**src/design/btm2d_pkg.sv**
```systemverilog
// Shared types and constants for the binary 2D template matcher.
// Holds the microcode format, condition codes, step names and the control ROM.
// No dependencies.
`timescale 1ns / 1ps
`default_nettype none

package btm2d_pkg;

    // request function codes
    localparam logic [1:0] FUNC_IMAGE    = 2'd0;
    localparam logic [1:0] FUNC_TEMPLATE = 2'd1;
    localparam logic [1:0] FUNC_SEARCH   = 2'd2;

    // configuration register indexes
    localparam logic CFG_IMAGE_SIZE    = 1'b0;
    localparam logic CFG_TEMPLATE_SIZE = 1'b1;

    localparam int CFG_W = 7;
    localparam int PC_W  = 4;

    // program steps
    localparam logic [PC_W-1:0] S_IDLE     = 4'd0;
    localparam logic [PC_W-1:0] S_INIT     = 4'd1;
    localparam logic [PC_W-1:0] S_READ     = 4'd2;
    localparam logic [PC_W-1:0] S_CMP      = 4'd3;
    localparam logic [PC_W-1:0] S_NEXT_ROW = 4'd4;
    localparam logic [PC_W-1:0] S_HIT      = 4'd5;
    localparam logic [PC_W-1:0] S_NEXT_COL = 4'd6;
    localparam logic [PC_W-1:0] S_NEXT_OFF = 4'd7;
    localparam logic [PC_W-1:0] S_DONE     = 4'd8;
    localparam logic [PC_W-1:0] S_END      = 4'd9;

    // jump conditions: jump to target when true, else step to pc + 1
    localparam logic [2:0] C_ALWAYS    = 3'd0;
    localparam logic [2:0] C_NOT_START = 3'd1;
    localparam logic [2:0] C_NO_FIT    = 3'd2;
    localparam logic [2:0] C_MISMATCH  = 3'd3;
    localparam logic [2:0] C_K_MORE    = 3'd4;
    localparam logic [2:0] C_J_MORE    = 3'd5;
    localparam logic [2:0] C_I_MORE    = 3'd6;
    localparam logic [2:0] C_OUT_BUSY  = 3'd7;

    typedef struct packed {
        logic idle;
        logic init;
        logic rd;
        logic inc_k;
        logic next_j;
        logic next_i;
        logic set_found;
        logic emit;
    } dp_ctrl_t;

    typedef struct packed {
        logic start;
        logic no_fit;
        logic mismatch;
        logic k_more;
        logic j_more;
        logic i_more;
        logic out_busy;
    } dp_stat_t;

    typedef struct packed {
        logic [2:0]      cond;
        logic [PC_W-1:0] target;
        dp_ctrl_t        ctrl;
    } ucode_t;

    function automatic ucode_t ucode_rom(input logic [PC_W-1:0] pc);
        ucode_t w;
        w = '0;
        unique case (pc)
            S_IDLE: begin
                w.ctrl.idle = 1'b1;
                w.cond      = C_NOT_START;
                w.target    = S_IDLE;
            end
            S_INIT: begin
                w.ctrl.init = 1'b1;
                w.cond      = C_NO_FIT;
                w.target    = S_DONE;
            end
            S_READ: begin
                w.ctrl.rd = 1'b1;
                w.cond    = C_ALWAYS;
                w.target  = S_CMP;
            end
            S_CMP: begin
                w.cond   = C_MISMATCH;
                w.target = S_NEXT_COL;
            end
            S_NEXT_ROW: begin
                w.ctrl.inc_k = 1'b1;
                w.cond       = C_K_MORE;
                w.target     = S_READ;
            end
            S_HIT: begin
                w.ctrl.set_found = 1'b1;
                w.cond           = C_ALWAYS;
                w.target         = S_DONE;
            end
            S_NEXT_COL: begin
                w.ctrl.next_j = 1'b1;
                w.cond        = C_J_MORE;
                w.target      = S_READ;
            end
            S_NEXT_OFF: begin
                w.ctrl.next_i = 1'b1;
                w.cond        = C_I_MORE;
                w.target      = S_READ;
            end
            S_DONE: begin
                w.ctrl.emit = 1'b1;
                w.cond      = C_OUT_BUSY;
                w.target    = S_DONE;
            end
            S_END: begin
                w.cond   = C_ALWAYS;
                w.target = S_IDLE;
            end
            default: begin
                w.cond   = C_ALWAYS;
                w.target = S_IDLE;
            end
        endcase
        return w;
    endfunction

endpackage

`default_nettype wire

```
**src/design/btm2d_seq.sv**
```systemverilog
// Microcode sequencer: step counter, control ROM lookup and conditional jump.
// Uses btm2d_pkg for the word format and the program.
`timescale 1ns / 1ps
`default_nettype none

module btm2d_seq (
    input  wire logic                         clk,
    input  wire logic                         rst_n,
    input  wire btm2d_pkg::dp_stat_t          stat,
    output btm2d_pkg::dp_ctrl_t               ctrl,
    output logic [btm2d_pkg::PC_W-1:0]        pc
);

    logic [btm2d_pkg::PC_W-1:0] pc_reg, pc_next;
    btm2d_pkg::ucode_t          word;
    logic                       take;

    assign word = btm2d_pkg::ucode_rom(pc_reg);

    always_comb
    begin
        unique case (word.cond)
            btm2d_pkg::C_ALWAYS:    take = 1'b1;
            btm2d_pkg::C_NOT_START: take = !stat.start;
            btm2d_pkg::C_NO_FIT:    take = stat.no_fit;
            btm2d_pkg::C_MISMATCH:  take = stat.mismatch;
            btm2d_pkg::C_K_MORE:    take = stat.k_more;
            btm2d_pkg::C_J_MORE:    take = stat.j_more;
            btm2d_pkg::C_I_MORE:    take = stat.i_more;
            btm2d_pkg::C_OUT_BUSY:  take = stat.out_busy;
            default:                take = 1'b1;
        endcase
        pc_next = take ? word.target : btm2d_pkg::PC_W'(pc_reg + 1'b1);
    end

    always_ff @(posedge clk or negedge rst_n)
    begin
        if (!rst_n)
            pc_reg <= btm2d_pkg::S_IDLE;
        else
            pc_reg <= pc_next;
    end

    assign ctrl = word.ctrl;
    assign pc   = pc_reg;

endmodule

`default_nettype wire

```
**config.mk**
```make
export PLATFORM = sky130hd
export DESIGN_NAME = btm2d_seq
export DESIGN_NICKNAME = d
export VERILOG_FILES = /design/src/design/btm2d_pkg.sv /design/src/design/btm2d_seq.sv
export SDC_FILE = /design/constraint.sdc
export NUM_CORES = 1
export LEC_CHECK = 0
export BUFFER_PORTS_ARGS = -buffer_cell sky130_fd_sc_hd__buf_2
export CORE_AREA = 2 2 39 41
export DETAILED_ROUTE_END_ITERATION = 7
export DIE_AREA = 0 0 41 43
export MAX_ROUTING_LAYER = met4
export PLACE_DENSITY_LB_ADDON = 0.3
export SYNTH_ARGS = -nofsm -noshare
export SYNTH_HDL_FRONTEND = slang
export SYNTH_SLANG_ARGS = --single-unit
export TNS_END_PERCENT = 20
```
**constraint.sdc**
```tcl
create_clock -name clk -period 2 [get_ports clk]
set_input_delay 0.4 -clock clk [delete_from_list [all_inputs] [get_ports clk]]
set_output_delay 0.4 -clock clk [all_outputs]
set_load 0.02 [all_outputs]
```
==> flow_summary.yaml <==
floorplan:
  rows: 14
  dieArea_mm2: 0.00176
  start_util_pct: 37.8
  die_w_um: 41
  core_area_mm2: 0.00138
  pin_count: 21
  die_h_um: 43
run_status:
  status: "finished, violations left"
  violations: "setup timing"
yosys:
  async_reset_ff_share_pct: 100
  ys_seq_area_share_pct: 19.1
  yosysWarnings: 0
  yosys-top-cells-area: "dfrtp_1 (19%), ha_1 (9.6%), mux2i_1 (7.7%), and2_1 (6.0%), mux2_4 (5.7%)"
  syn_avg_cell_area_um2: 8.86
  synth.most_common_cell: "inv_1"
  yosysTopAreaCell: "dfrtp_1"
  synth_area_um2: 523
  synthCells: 59
  synth_commonest_cells: "inv_1 (6), a21oi_1 (5), and2_1 (5)"
  synth_edf_count: 0
  synth_cell_type_count: 28
  synth_fp_nets: 72
  ys_seq_elements: 4
  yosysTopAreaCellShare_pct: 19.1
  synthFlopType: "dfrtp_1"
sta:
  fin_crit_ns: 2.13
  drv_slew: 0
  finalSetupViolations: 4
  fmax_ghz: 0.469
  max_slew_margin_pct: 78.5
  rsz0062_at_grt: "true"
  worst_slew_pin_slew_ns: 0.320
  fin_ws_ns: -0.134
  clock_skew_ns: 0.00168
  finalSetupTns_ns: -0.453
  hold_viol: 0
  min_period_over_period_pct: 107
  whs_ns: 0.490
power:
  pwr-share-seq_pct: 13.5
  total_power_mw: 1.40
  peakVddDrop_uv: 1000
  netSwitchingFraction_pct: 45.2
  powerDensity_mw_per_mm2: 1750
  leakage_nw: 0.397
  clkPwrFrac_pct: 7.8
  p_sw_uw: 632
  p_int_uw: 768
  pwr-share-comb_pct: 78.7
drt:
  dr.pass1.iters: 4
  first_iter_violations: 5
  drc_errors: 0
  via_per_inst: 4.82
  vias: 511
  routed_wl_um: 1310
  drt.antenna.violating_nets: 0
  avgRoutedWirePerCell_um: 12.4
layout:
  multi_input_area_um2: 440
  antenna-diode-count: 0
  n_fill_cell: 126
  synthToLayoutAreaGrowth_pct: 52.6
  largest_register_ff_count: 4
  final_util_pct: 57.7
  ff_latch_area_um2: 104
  fin_nets: 104
  finalInstanceArea_um2: 798
  drive_gt1_share_pct: 56.7
placement:
  io_buffer_count: 20
  routabilityCongestion: 0.825
  placed_cell_area_um2: 716
  dp_hpwl_um: 1010
critical_path:
  cp-end-kind: "flop"
  start_kind: "flop"
  cp.required_ns: 2.12
  crit_type: "flop to flop"
  worst_ep_arrival_time_ns: 2.25
  path_max_fanout: 5
cts:
  clock_latency_ns: 0.23
  cts_max_level: 1
  cts_root_buf: "clkbuf_4"
  clock_tree.buffer_depth: 2
  numCtsBuffers: 3
  clock-sinks: 4
  clk_transition_reported_paths_ns: 0.04
  post_cts_buffers: 0
  cts_tree: "done"
worst_hold_path:
  hold_class: "input port to asynchronous set/reset pin"
global_routing:
  grt_pass1_vias: 484
  gr-total-overflow: 0
  grt_pass1_wl_um: 2040
  grt_max_degree: 12
  track_usage_pct: 17.2
  antenna_found_initial: 0
run:
  max_cap_violations: 0
==> per-layer routing <==
metal  up-vias  global-route usage (%)  wire, um
met5         -                       -         0
met4         0                    2.00        16
met3         2                    4.71        55
met2        15                    27.5       685
met1       229                    21.8       554
li1        265                       -         -
==> through the flow <==
step,setup WS [ns],instances
global placement,-0.161,101
CTS,-0.119,106
global route,-0.234,106
floorplan,-0.0354,59
finish,-0.134,106
detailed placement,-0.168,101
==> cell type report <==
| cell class | instances | share of cell area, % |
|---|---|---|
| Clock buffer | 4 | 3.29 |
| Inverter | 6 | 3.45 |
| Multi-Input combinational cell | 46 | 55.2 |
| Sequential cell | 4 | 13.0 |
| Tap cell | 16 | 2.51 |
| Timing Repair Buffer | 30 | 22.6 |
==> cell families (layout without fill, tap and decap cells) <==
family / count (synthesis) / count (layout) / share of synthesized area, %
adder cells (fa/ha/maj): 4 / 4 / 9.57
AND/OR/NAND/NOR: 19 / 19 / 24.9
flip-flops: 4 / 4 / 19.1
buffers and inverters: 9 / 40 / 9.57
AO/OA/AOI/OAI: 17 / 17 / 23.4
multiplexers: 6 / 6 / 13.4
==> cells in the final DEF, fill, tap and decap left out, types with 3 or more instances in the layout <==
cell      instances
o21ai_0           3
buf_2            19
and2_1            5
dfrtp_2           3
nor2_1            3
inv_1             4
ha_4              3
buf_4            10
clkbuf_4          3
a21oi_1           5
mux2i_1           4
==> critical path, cell delays in order, from the launching register on <==
cell	delay, ns
dfrtp_2	0.43
inv_4	0.07
ha_4	0.17
or3_4	0.35
a21o_1	0.23
o21bai_4	0.19
o32ai_4	0.16
nor3_4	0.09
buf_4	0.16
a22o_1	0.17
==> worst paths after layout <==
path	from	endpoint	slack, ns	cells after the start
min in group clk	pc[1]	pc[3]	0.70	2
hold / removal	rst_n	pc[0]	0.49	2
max in group asynchronous	rst_n	pc[3]	1.38	2
setup / recovery	pc[0]	pc[2]	-0.13	9
hold reg to reg	pc[1]	pc[3]	0.70	2
setup reg to reg	pc[0]	pc[2]	-0.13	9
==> power by group through the flow <==
stage / Sequential (mW) / Clock [mW] / Combinational, mW
global route: 0.195 / 0.118 / 1.20
finish: 0.189 / 0.109 / 1.10
CTS: 0.178 / 0.113 / 1.03
floorplan: 0.196 / 0 / 0.696
global placement: 0.177 / 0 / 0.991
detailed placement: 0.178 / 0 / 1.00
==> repair_timing <==
action	in CTS	in global routing
resized for setup	1	7
pin swaps	1	5
hold buffers	1	0
setup endpoints to repair	4	5
hold endpoints to repair	4	0
(Power assumes the default switching activity.)
